**src/sv/krt_pkg.sv**
```systemverilog
`timescale 1ns / 1ps
`default_nettype none
// Package for the keyed record table: field widths, record layout, codes
// and controller states. No dependencies.
package krt_pkg;

  localparam int unsigned KeyW    = 16;
  localparam int unsigned PriceW  = 24;
  localparam int unsigned YearW   = 12;
  localparam int unsigned ColorW  = 8;
  localparam int unsigned MaxResults = 16;
  localparam int unsigned CntW    = 5;

  typedef struct packed {
    logic [KeyW-1:0]   key;
    logic [PriceW-1:0] price;
    logic [YearW-1:0]  year;
    logic [ColorW-1:0] color;
  } rec_t;

  typedef enum logic [2:0] {
    OP_INSERT = 3'd0,
    OP_DELETE = 3'd1,
    OP_LOOKUP = 3'd2,
    OP_UPDATE = 3'd3,
    OP_SORT   = 3'd4,
    OP_LIST   = 3'd5
  } op_e;

  typedef enum logic [1:0] {
    FS_KEY   = 2'd0,
    FS_PRICE = 2'd1,
    FS_YEAR  = 2'd2,
    FS_COLOR = 2'd3
  } fsel_e;

  typedef enum logic [2:0] {
    ST_OK        = 3'd0,
    ST_FULL      = 3'd1,
    ST_DUPLICATE = 3'd2,
    ST_NOT_FOUND = 3'd3,
    ST_EMPTY     = 3'd4
  } status_e;

  typedef enum logic [3:0] {
    S_IDLE,
    S_SCAN,
    S_FIN,
    S_SRDI,
    S_SLDI,
    S_SRDJ,
    S_SCMPJ,
    S_SIEND,
    S_LSCAN,
    S_LDAT
  } state_e;

endpackage
`default_nettype wire

```
**src/sv/krt_if.sv**
```systemverilog
`timescale 1ns / 1ps
`default_nettype none
// Request and response channel interfaces of the keyed record table.
// Depends on krt_pkg for field widths.
interface krt_req_if import krt_pkg::*; ();
  logic              valid;
  logic              ready;
  logic [2:0]        opcode;
  logic [KeyW-1:0]   lookup_key;
  logic [1:0]        field_select;
  logic [KeyW-1:0]   new_key;
  logic [PriceW-1:0] price_in;
  logic [YearW-1:0]  year_in;
  logic [ColorW-1:0] color_in;
  modport source (output valid, opcode, lookup_key, field_select, new_key, price_in,
                  year_in, color_in, input ready);
  modport sink (input valid, opcode, lookup_key, field_select, new_key, price_in,
                year_in, color_in, output ready);
endinterface

interface krt_rsp_if import krt_pkg::*; ();
  logic              valid;
  logic              ready;
  logic [2:0]        status;
  logic [KeyW-1:0]   key_out;
  logic [PriceW-1:0] price_out;
  logic [YearW-1:0]  year_out;
  logic [ColorW-1:0] color_out;
  logic              last_out;
  modport source (output valid, status, key_out, price_out, year_out, color_out,
                  last_out, input ready);
  modport sink (input valid, status, key_out, price_out, year_out, color_out,
                last_out, output ready);
endinterface
`default_nettype wire

```
**src/sv/krt_mem.sv**
```systemverilog
`timescale 1ns / 1ps
`default_nettype none
// Record store: one write port, one read port with registered data.
// Depends on krt_pkg for the record layout.
module krt_mem import krt_pkg::*; #(
  parameter int unsigned Depth = 16,
  parameter int unsigned AddrW = 4
) (
  input  wire logic             clk_i,
  input  wire logic             we_i,
  input  wire logic [AddrW-1:0] waddr_i,
  input  rec_t                  wdata_i,
  input  wire logic [AddrW-1:0] raddr_i,
  output rec_t                  rdata_o
);

  rec_t mem [Depth];

  always_ff @(posedge clk_i) begin
    if (we_i) begin
      mem[waddr_i] <= wdata_i;
    end
    rdata_o <= mem[raddr_i];
  end

endmodule
`default_nettype wire

```
**src/sv/keyed_record_table.sv**
```systemverilog
`timescale 1ns / 1ps
`default_nettype none
// Keyed record table: TABLE_DEPTH records in a synchronous memory with valid
// flags in flip-flops, cleared at reset. Insert, delete, lookup and update
// scan the memory one slot per cycle; sort is an exchange sort by key through
// the one read port and one write port of the memory; list steps past empty
// slots and returns each valid record in slot order, up to MaxResults records
// per request. One request is worked at a time; the result register lets the
// next request in while a result waits.
module keyed_record_table import krt_pkg::*; #(
  parameter int unsigned TABLE_DEPTH = 16
) (
  input  wire logic  clk_i,
  input  wire logic  rst_ni,
  krt_req_if.sink    in_i,
  krt_rsp_if.source  out_o
);

  localparam int unsigned AW = (TABLE_DEPTH > 1) ? $clog2(TABLE_DEPTH) : 1;
  localparam int unsigned CW = $clog2(TABLE_DEPTH + 1);
  localparam logic [AW-1:0] LastIdx = AW'(TABLE_DEPTH - 1);
  localparam logic [AW-1:0] LastI   = AW'(TABLE_DEPTH - 2);
  localparam logic [CW-1:0] DepthC  = CW'(TABLE_DEPTH);
  localparam logic [CntW-1:0] LastN = CntW'(MaxResults - 1);

  state_e state_q, state_d;
  logic [TABLE_DEPTH-1:0] valid_q, valid_d;

  op_e               op_q, op_d;
  logic [KeyW-1:0]   key_q, key_d, nkey_q, nkey_d;
  logic [1:0]        fsel_q, fsel_d;
  logic [PriceW-1:0] price_q, price_d;
  logic [YearW-1:0]  year_q, year_d;
  logic [ColorW-1:0] color_q, color_d;

  logic [CW-1:0]   rd_q, rd_d, li_q, li_d;
  logic            dv_q, dv_d, hit_q, hit_d, full_q, full_d, curv_q, curv_d;
  logic [AW-1:0]   ca_q, ca_d, hidx_q, hidx_d, free_q, free_d, i_q, i_d, j_q, j_d;
  rec_t            hrec_q, hrec_d, cur_q, cur_d;
  logic [CntW-1:0] n_q, n_d;

  logic            out_valid_q, out_valid_d, out_last_q, out_last_d;
  status_e         out_status_q, out_status_d;
  rec_t            out_rec_q, out_rec_d;

  logic            mem_we;
  logic [AW-1:0]   mem_waddr, mem_raddr;
  rec_t            mem_wdata, mem_rdata, new_rec, mod_rec;

  logic            out_free, load, more, swap;
  logic [AW-1:0]   free_idx;

  krt_mem #(.Depth(TABLE_DEPTH), .AddrW(AW)) u_mem (
    .clk_i   (clk_i),
    .we_i    (mem_we),
    .waddr_i (mem_waddr),
    .wdata_i (mem_wdata),
    .raddr_i (mem_raddr),
    .rdata_o (mem_rdata)
  );

  assign out_free = !out_valid_q || out_o.ready;
  assign in_i.ready = (state_q == S_IDLE);

  always_comb begin
    free_idx = '0;
    for (int k = TABLE_DEPTH - 1; k >= 0; k--) begin
      if (!valid_q[k]) begin
        free_idx = AW'(k);
      end
    end
  end

  always_comb begin
    more = 1'b0;
    for (int k = 0; k < TABLE_DEPTH; k++) begin
      if (valid_q[k] && (CW'(k) > li_q)) begin
        more = 1'b1;
      end
    end
  end

  assign new_rec = '{key: key_q, price: price_q, year: year_q, color: color_q};

  always_comb begin
    mod_rec = hrec_q;
    unique case (fsel_e'(fsel_q))
      FS_KEY:   mod_rec.key   = nkey_q;
      FS_PRICE: mod_rec.price = price_q;
      FS_YEAR:  mod_rec.year  = year_q;
      FS_COLOR: mod_rec.color = color_q;
      default:  mod_rec = hrec_q;
    endcase
  end

  assign swap = valid_q[j_q] && (!curv_q || (cur_q.key > mem_rdata.key));

  always_comb begin
    state_d = state_q;
    valid_d = valid_q;
    op_d = op_q; key_d = key_q; nkey_d = nkey_q; fsel_d = fsel_q;
    price_d = price_q; year_d = year_q; color_d = color_q;
    rd_d = rd_q; li_d = li_q; dv_d = 1'b0; hit_d = hit_q; full_d = full_q;
    curv_d = curv_q; ca_d = ca_q; hidx_d = hidx_q; free_d = free_q;
    i_d = i_q; j_d = j_q; hrec_d = hrec_q; cur_d = cur_q; n_d = n_q;
    out_valid_d = out_valid_q && !out_o.ready;
    out_last_d = out_last_q; out_status_d = out_status_q; out_rec_d = out_rec_q;
    mem_we = 1'b0; mem_waddr = '0; mem_wdata = cur_q; mem_raddr = '0;
    load = 1'b0;

    unique case (state_q)
      S_IDLE: begin
        if (in_i.valid) begin
          op_d = op_e'(in_i.opcode);
          key_d = in_i.lookup_key; nkey_d = in_i.new_key; fsel_d = in_i.field_select;
          price_d = in_i.price_in; year_d = in_i.year_in; color_d = in_i.color_in;
          rd_d = '0; hit_d = 1'b0;
          full_d = &valid_q; free_d = free_idx;
          i_d = '0; li_d = '0; n_d = '0;
          case (in_i.opcode)
            OP_INSERT: state_d = (&valid_q) ? S_FIN : S_SCAN;
            OP_DELETE, OP_LOOKUP, OP_UPDATE: state_d = S_SCAN;
            OP_SORT: state_d = S_SRDI;
            OP_LIST: state_d = (|valid_q) ? S_LSCAN : S_FIN;
            default: state_d = S_IDLE;
          endcase
        end
      end
      S_SCAN: begin
        mem_raddr = rd_q[AW-1:0];
        if (rd_q < DepthC) begin
          dv_d = 1'b1; ca_d = rd_q[AW-1:0]; rd_d = rd_q + 1'b1;
        end
        if (dv_q && valid_q[ca_q] && (mem_rdata.key == key_q)) begin
          hit_d = 1'b1; hidx_d = ca_q; hrec_d = mem_rdata; state_d = S_FIN;
        end else if (dv_q && (ca_q == LastIdx)) begin
          state_d = S_FIN;
        end
      end
      S_FIN: begin
        if (out_free) begin
          load = 1'b1; out_last_d = 1'b1; out_rec_d = '0; out_status_d = ST_OK;
          case (op_q)
            OP_INSERT: begin
              if (full_q) begin
                out_status_d = ST_FULL;
              end else if (hit_q) begin
                out_status_d = ST_DUPLICATE; out_rec_d = hrec_q;
              end else begin
                mem_we = 1'b1; mem_waddr = free_q; mem_wdata = new_rec;
                valid_d[free_q] = 1'b1; out_rec_d = new_rec;
              end
            end
            OP_DELETE, OP_LOOKUP, OP_UPDATE: begin
              if (!hit_q) begin
                out_status_d = ST_NOT_FOUND;
              end else if (op_q == OP_DELETE) begin
                valid_d[hidx_q] = 1'b0; out_rec_d = hrec_q;
              end else if (op_q == OP_UPDATE) begin
                mem_we = 1'b1; mem_waddr = hidx_q; mem_wdata = mod_rec;
                out_rec_d = mod_rec;
              end else begin
                out_rec_d = hrec_q;
              end
            end
            OP_LIST: out_status_d = ST_EMPTY;
            default: out_status_d = ST_OK;
          endcase
          state_d = S_IDLE;
        end
      end
      S_SRDI: begin
        mem_raddr = i_q;
        state_d = S_SLDI;
      end
      S_SLDI: begin
        cur_d = mem_rdata; curv_d = valid_q[i_q];
        j_d = i_q + 1'b1;
        state_d = S_SRDJ;
      end
      S_SRDJ: begin
        mem_raddr = j_q;
        state_d = S_SCMPJ;
      end
      S_SCMPJ: begin
        if (swap) begin
          mem_we = 1'b1; mem_waddr = j_q; mem_wdata = cur_q;
          valid_d[j_q] = curv_q;
          cur_d = mem_rdata; curv_d = valid_q[j_q];
        end
        if (j_q == LastIdx) begin
          state_d = S_SIEND;
        end else begin
          j_d = j_q + 1'b1; state_d = S_SRDJ;
        end
      end
      S_SIEND: begin
        mem_we = 1'b1; mem_waddr = i_q; mem_wdata = cur_q;
        valid_d[i_q] = curv_q;
        if (i_q == LastI) begin
          state_d = S_FIN;
        end else begin
          i_d = i_q + 1'b1; state_d = S_SRDI;
        end
      end
      S_LSCAN: begin
        mem_raddr = li_q[AW-1:0];
        if (li_q >= DepthC) begin
          state_d = S_IDLE;
        end else if (valid_q[li_q[AW-1:0]]) begin
          state_d = S_LDAT;
        end else begin
          li_d = li_q + 1'b1;
        end
      end
      S_LDAT: begin
        mem_raddr = li_q[AW-1:0];
        if (out_free) begin
          load = 1'b1; out_status_d = ST_OK; out_rec_d = mem_rdata;
          out_last_d = (n_q == LastN) || !more;
          n_d = n_q + 1'b1; li_d = li_q + 1'b1;
          state_d = ((n_q == LastN) || !more) ? S_IDLE : S_LSCAN;
        end
      end
      default: state_d = S_IDLE;
    endcase
    if (load) begin
      out_valid_d = 1'b1;
    end
  end

  always_ff @(posedge clk_i or negedge rst_ni) begin
    if (!rst_ni) begin
      state_q <= S_IDLE;
      valid_q <= '0;
      out_valid_q <= 1'b0;
      dv_q <= 1'b0;
    end else begin
      state_q <= state_d;
      valid_q <= valid_d;
      out_valid_q <= out_valid_d;
      dv_q <= dv_d;
    end
  end

  always_ff @(posedge clk_i) begin
    op_q <= op_d; key_q <= key_d; nkey_q <= nkey_d; fsel_q <= fsel_d;
    price_q <= price_d; year_q <= year_d; color_q <= color_d;
    rd_q <= rd_d; li_q <= li_d; hit_q <= hit_d; full_q <= full_d; curv_q <= curv_d;
    ca_q <= ca_d; hidx_q <= hidx_d; free_q <= free_d; i_q <= i_d; j_q <= j_d;
    hrec_q <= hrec_d; cur_q <= cur_d; n_q <= n_d;
    out_last_q <= out_last_d; out_status_q <= out_status_d; out_rec_q <= out_rec_d;
  end

  assign out_o.valid     = out_valid_q;
  assign out_o.status    = out_status_q;
  assign out_o.key_out   = out_rec_q.key;
  assign out_o.price_out = out_rec_q.price;
  assign out_o.year_out  = out_rec_q.year;
  assign out_o.color_out = out_rec_q.color;
  assign out_o.last_out  = out_last_q;

`ifndef SYNTHESIS
  a_scan_bound: assert property (@(posedge clk_i) disable iff (!rst_ni)
    (state_q == S_SCAN) |-> (rd_q <= DepthC))
    else $error("scan address past table end");

  a_valid_change: assert property (@(posedge clk_i) disable iff (!rst_ni)
    (valid_q != $past(valid_q)) |-> ($past(state_q) == S_FIN ||
      $past(state_q) == S_SCMPJ || $past(state_q) == S_SIEND))
    else $error("valid flags changed outside a write step");

  a_no_overwrite: assert property (@(posedge clk_i) disable iff (!rst_ni)
    (load && out_valid_q) |-> out_o.ready)
    else $error("result register overwritten before taken");
`endif

endmodule
`default_nettype wire
```
**src/flat_wrapper.sv**
```systemverilog
// flat-port wrapper written by rule: the top's interface ports become plain ports
module keyed_record_table_flat import krt_pkg::*;
#(
  parameter int unsigned TABLE_DEPTH = 16
)
  (clk_i, rst_ni, in_i_valid, in_i_opcode, in_i_lookup_key, in_i_field_select, in_i_new_key, in_i_price_in, in_i_year_in, in_i_color_in, in_i_ready, out_o_valid, out_o_status, out_o_key_out, out_o_price_out, out_o_year_out, out_o_color_out, out_o_last_out, out_o_ready);
  krt_req_if in_i_i ();
  krt_rsp_if out_o_i ();
  input  wire logic clk_i;
  input  wire logic rst_ni;
  input wire logic [$bits(in_i_i.valid)-1:0] in_i_valid;
  input wire logic [$bits(in_i_i.opcode)-1:0] in_i_opcode;
  input wire logic [$bits(in_i_i.lookup_key)-1:0] in_i_lookup_key;
  input wire logic [$bits(in_i_i.field_select)-1:0] in_i_field_select;
  input wire logic [$bits(in_i_i.new_key)-1:0] in_i_new_key;
  input wire logic [$bits(in_i_i.price_in)-1:0] in_i_price_in;
  input wire logic [$bits(in_i_i.year_in)-1:0] in_i_year_in;
  input wire logic [$bits(in_i_i.color_in)-1:0] in_i_color_in;
  output wire logic [$bits(in_i_i.ready)-1:0] in_i_ready;
  output wire logic [$bits(out_o_i.valid)-1:0] out_o_valid;
  output wire logic [$bits(out_o_i.status)-1:0] out_o_status;
  output wire logic [$bits(out_o_i.key_out)-1:0] out_o_key_out;
  output wire logic [$bits(out_o_i.price_out)-1:0] out_o_price_out;
  output wire logic [$bits(out_o_i.year_out)-1:0] out_o_year_out;
  output wire logic [$bits(out_o_i.color_out)-1:0] out_o_color_out;
  output wire logic [$bits(out_o_i.last_out)-1:0] out_o_last_out;
  input wire logic [$bits(out_o_i.ready)-1:0] out_o_ready;
  assign in_i_i.valid = in_i_valid;
  assign in_i_i.opcode = in_i_opcode;
  assign in_i_i.lookup_key = in_i_lookup_key;
  assign in_i_i.field_select = in_i_field_select;
  assign in_i_i.new_key = in_i_new_key;
  assign in_i_i.price_in = in_i_price_in;
  assign in_i_i.year_in = in_i_year_in;
  assign in_i_i.color_in = in_i_color_in;
  assign in_i_ready = in_i_i.ready;
  assign out_o_valid = out_o_i.valid;
  assign out_o_status = out_o_i.status;
  assign out_o_key_out = out_o_i.key_out;
  assign out_o_price_out = out_o_i.price_out;
  assign out_o_year_out = out_o_i.year_out;
  assign out_o_color_out = out_o_i.color_out;
  assign out_o_last_out = out_o_i.last_out;
  assign out_o_i.ready = out_o_ready;
  keyed_record_table #(.TABLE_DEPTH(TABLE_DEPTH)) u_core (.clk_i(clk_i), .rst_ni(rst_ni), .in_i(in_i_i), .out_o(out_o_i));
endmodule
```
**config.mk**
```make
export PLATFORM = sky130hd
export DESIGN_NAME = keyed_record_table_flat
export DESIGN_NICKNAME = d
export VERILOG_FILES = /design/src/sv/krt_pkg.sv /design/src/sv/krt_if.sv /design/src/sv/krt_mem.sv /design/src/sv/keyed_record_table.sv /design/src/flat_wrapper.sv
export SDC_FILE = /design/constraint.sdc
export NUM_CORES = 2
export LEC_CHECK = 0
export BUFFER_PORTS_ARGS = -buffer_cell sky130_fd_sc_hd__buf_2
export CORE_MARGIN = 2
export CORE_UTILIZATION = 58
export CTS_CLUSTER_SIZE = 14
export DETAILED_ROUTE_END_ITERATION = 7
export PLACE_DENSITY = 0.74
export SLEW_MARGIN = 20
export SYNTH_ARGS = -nofsm -noshare
export SYNTH_HDL_FRONTEND = slang
export SYNTH_HIERARCHICAL = 1
export SYNTH_SLANG_ARGS = --single-unit
export TNS_END_PERCENT = 10
```
**constraint.sdc**
```tcl
create_clock -name clk_i -period 8.22 [get_ports clk_i]
set_input_delay 0.822 -clock clk_i [delete_from_list [all_inputs] [get_ports clk_i]]
set_output_delay 0.822 -clock clk_i [all_outputs]
set_load 0.02 [all_outputs]
```
==> results.yml <==
layout:
  multiInputGateArea_um2: 12930
  fin_cells: 4436
  final_util_pct: 65.63
  final_cell_mix: "edfxtp_1, mux4_2, nand2_1, a22oi_1, nor2_1"
  final_nets: 3256
  drive_gt1_share_pct: 22.77
  regArea_um2: 39680
  synthToLayoutAreaGrowth_pct: 12.53
  fillers: 5988
  final_cell_area_um2: 59980
  mostFrequentLayoutCell: "edfxtp_1"
  diodes: 0
floorplan:
  die_area_um2: 94340
  io-pin-count: 151
  core.rowCount: 111
  fp.dieW_um: 307.1
  coreArea_um2: 91390
  die_y_um: 307.1
  initial_core_util_pct: 58.32
logic_synthesis:
  yosys_most_used_dff: "edfxtp_1"
  synthesis.area_um2: 53300
  postSynthAreaPerCell_um2: 18.02
  synth_edf_count: 1263
  synth-async-reset-ratio_pct: 1.636
  seq_area_frac_synth_pct: 74.44
  synth_top_area_share_pct: 71.16
  synthTopCellsByArea: "edfxtp_1, mux4_2, a22oi_1"
  synth-seq-cells: 1345
  synthCells: 2957
  yosys.cell_types.count: 70
  synth_top_area_cell: "edfxtp_1"
  yosysWarnings: 6
  syn_nets: 3072
status:
  status: "finished clean"
clocking:
  htreeDepth: 4
  cts_tree: "yes"
  ctsLongestPathBuffers: 3
  ctsHoldBuffers: 0
  cts_resized: 0
  clock_latency_ns: 0.74
  cts.reportedPaths.clkPinSlew_ns: 0.06
  numCtsBuffers: 135
  cts.sinks: 1345
  root_buffer: "clkbuf_16"
  postCtsSetupBuffers: 0
job:
  cap_violations: 0
timing:
  fmax_mhz: 167.0
  final.setup.tns_ns: 0
  period_minus_slack_ns: 5.989
  grt_setup_unrepaired: "no"
  setup_viol: 0
  slew_violations: 0
  skew_ns: 0.04227
  hold_viol: 0
  relSlewSlack_pct: 22.06
  worst_pin_slew_ns: 1.166
  fin_crit_sh_pct: 72.85
critical_path:
  reg2reg_depth: 9
  arrival_ns: 6.34
  path_class: "flop to flop"
  cp-start-kind: "flop"
  worst-path-max-fanout: 37
  cp.required_ns: 8.57
  worstSetupEndpointType: "flop"
pwr:
  finalPower_uw: 22120
  ir_drop_uv: 446.0
  p_leak_uw: 0.01958
  power_density_nw_per_um2: 368.8
route:
  dr.pass1.iters: 6
  viasPerCell: 6.643
  drc: 0
  wl_per_cell_um: 29.34
  via_count: 29470
  drt_iter0_markers: 3903
  wirelength_um: 130200
  final_antenna_net_count: 0
hold_path:
  holdCritPathClass: "primary input to asynchronous set/reset pin"
global_route:
  antenna_found_initial: 5
  grt_pass1_vias: 29890
  grt_max_degree: 131
  grt_remaining_overflow: 0
  track_usage_pct: 28.06
  grt_pass1_wl_um: 194400
placement:
  portBuffers: 150
  dpl-instance-area_um2: 55560
  dp_cells: 4187
  place_hpwl_um: 73040
  gp_congestion: 0.8935
where the power goes:
group | leakage (uW) | switching (uW) | internal (uW)
registers | 0.0122 | 658 | 8890
logic | 0.00526 | 4010 | 2640
clock network | 0.00210 | 2520 | 3410
worst paths after layout:
| kind | end | from | slack, ns |
|---|---|---|---|
| worst max-delay path | u_core/u_mem/mem[9][29] | u_core/state_q[0] | 2.23 |
| worst min-delay path | u_core/out_o.valid | rst_ni | 0.1 |
| worst max register to register | u_core/u_mem/mem[9][29] | u_core/state_q[0] | 2.23 |
| worst min register to register | u_core/hrec_q[11] | u_core/u_mem/rdata_o[11] | 0.46 |
| max in group asynchronous | u_core/valid_q[11] | rst_ni | 7.67 |
| min in group clk_i | u_core/year_q[3] | in_i_year_in[3] | 0.25 |
registers in the layout (all words and copies together), names as in the netlist, 5 cells and up:
register                flops
u_core/color_q              8
u_core/cur_q               60
u_core/hrec_q              60
u_core/key_q               16
u_core/li_q                 5
u_core/n_q                  5
u_core/nkey_q              16
u_core/out_o.color_out      8
u_core/out_o.key_out       16
u_core/out_o.price_out     24
u_core/out_o.year_out      12
u_core/price_q             24
u_core/rd_q                 5
u_core/u_mem/mem          960
u_core/u_mem/rdata_o       60
u_core/valid_q             16
u_core/year_q              12
per-stage QoR:
| step | setup WS [ns] | hold slack [ns] |
|---|---|---|
| 6_report | 2.231 | 0.09526 |
| 5_1_grt | 2.110 | 0.1195 |
| 4_1_cts | 2.435 | 0.07874 |
| 3_5_place_dp | 2.466 | 0.4411 |
| 3_3_place_gp | 2.672 | 0.4384 |
| 2_1_floorplan | 0.7774 | 0.4263 |
critical path, cell delays in order (launching register included):
cell,delay [ns]
dfrtp_1,0.88
inv_1,0.31
nand4_1,0.45
or2_2,0.64
buf_4,0.62
nor2_1,0.12
a221o_1,0.42
nand2b_1,0.39
nor2_4,0.96
buf_4,0.73
layout make-up:
cell class / count / share of cell area, %
Sequential cell: 1345 / 66.15
Multi-Input combinational cell: 1389 / 21.56
Clock buffer: 194 / 6.290
Tap cell: 1186 / 2.474
Timing Repair Buffer: 230 / 2.382
Clock inverter: 52 / 0.8824
Inverter: 40 / 0.2545
cell usage after synthesis, types with 21 or more instances:
library cell / count
a22oi_1: 173
buf_2: 23
a21oi_1: 72
xnor2_1: 21
mux2i_1: 30
inv_1: 40
a31oi_1: 31
mux4_2: 256
nor2_1: 178
nand3_1: 26
a221oi_1: 47
ha_1: 30
clkbuf_1: 126
dfrtp_1: 22
dfxtp_1: 60
o21ai_0: 107
edfxtp_1: 1263
nand2_1: 210
cell families after synthesis:
group                    share of synthesized area, %
multiplexers                                    11.77
AND/OR/NAND/NOR                                 4.200
flip-flops                                      74.44
adder cells (fa/ha/maj)                        0.7043
AO/OA/AOI/OAI                                   6.592
XOR/XNOR                                       0.4766
buffers and inverters                           1.815
layer usage:
layer / share of wire, % / wire length, um / track usage (%)
met3: 9.9 / 12860 / 5.955
met2: 48 / 62170 / 43.81
met5: 0.012 / 16 / 0
met4: 2.7 / 3508 / 9.200
met1: 40 / 51600 / 40.13
Power figures use the tool's default switching activity.
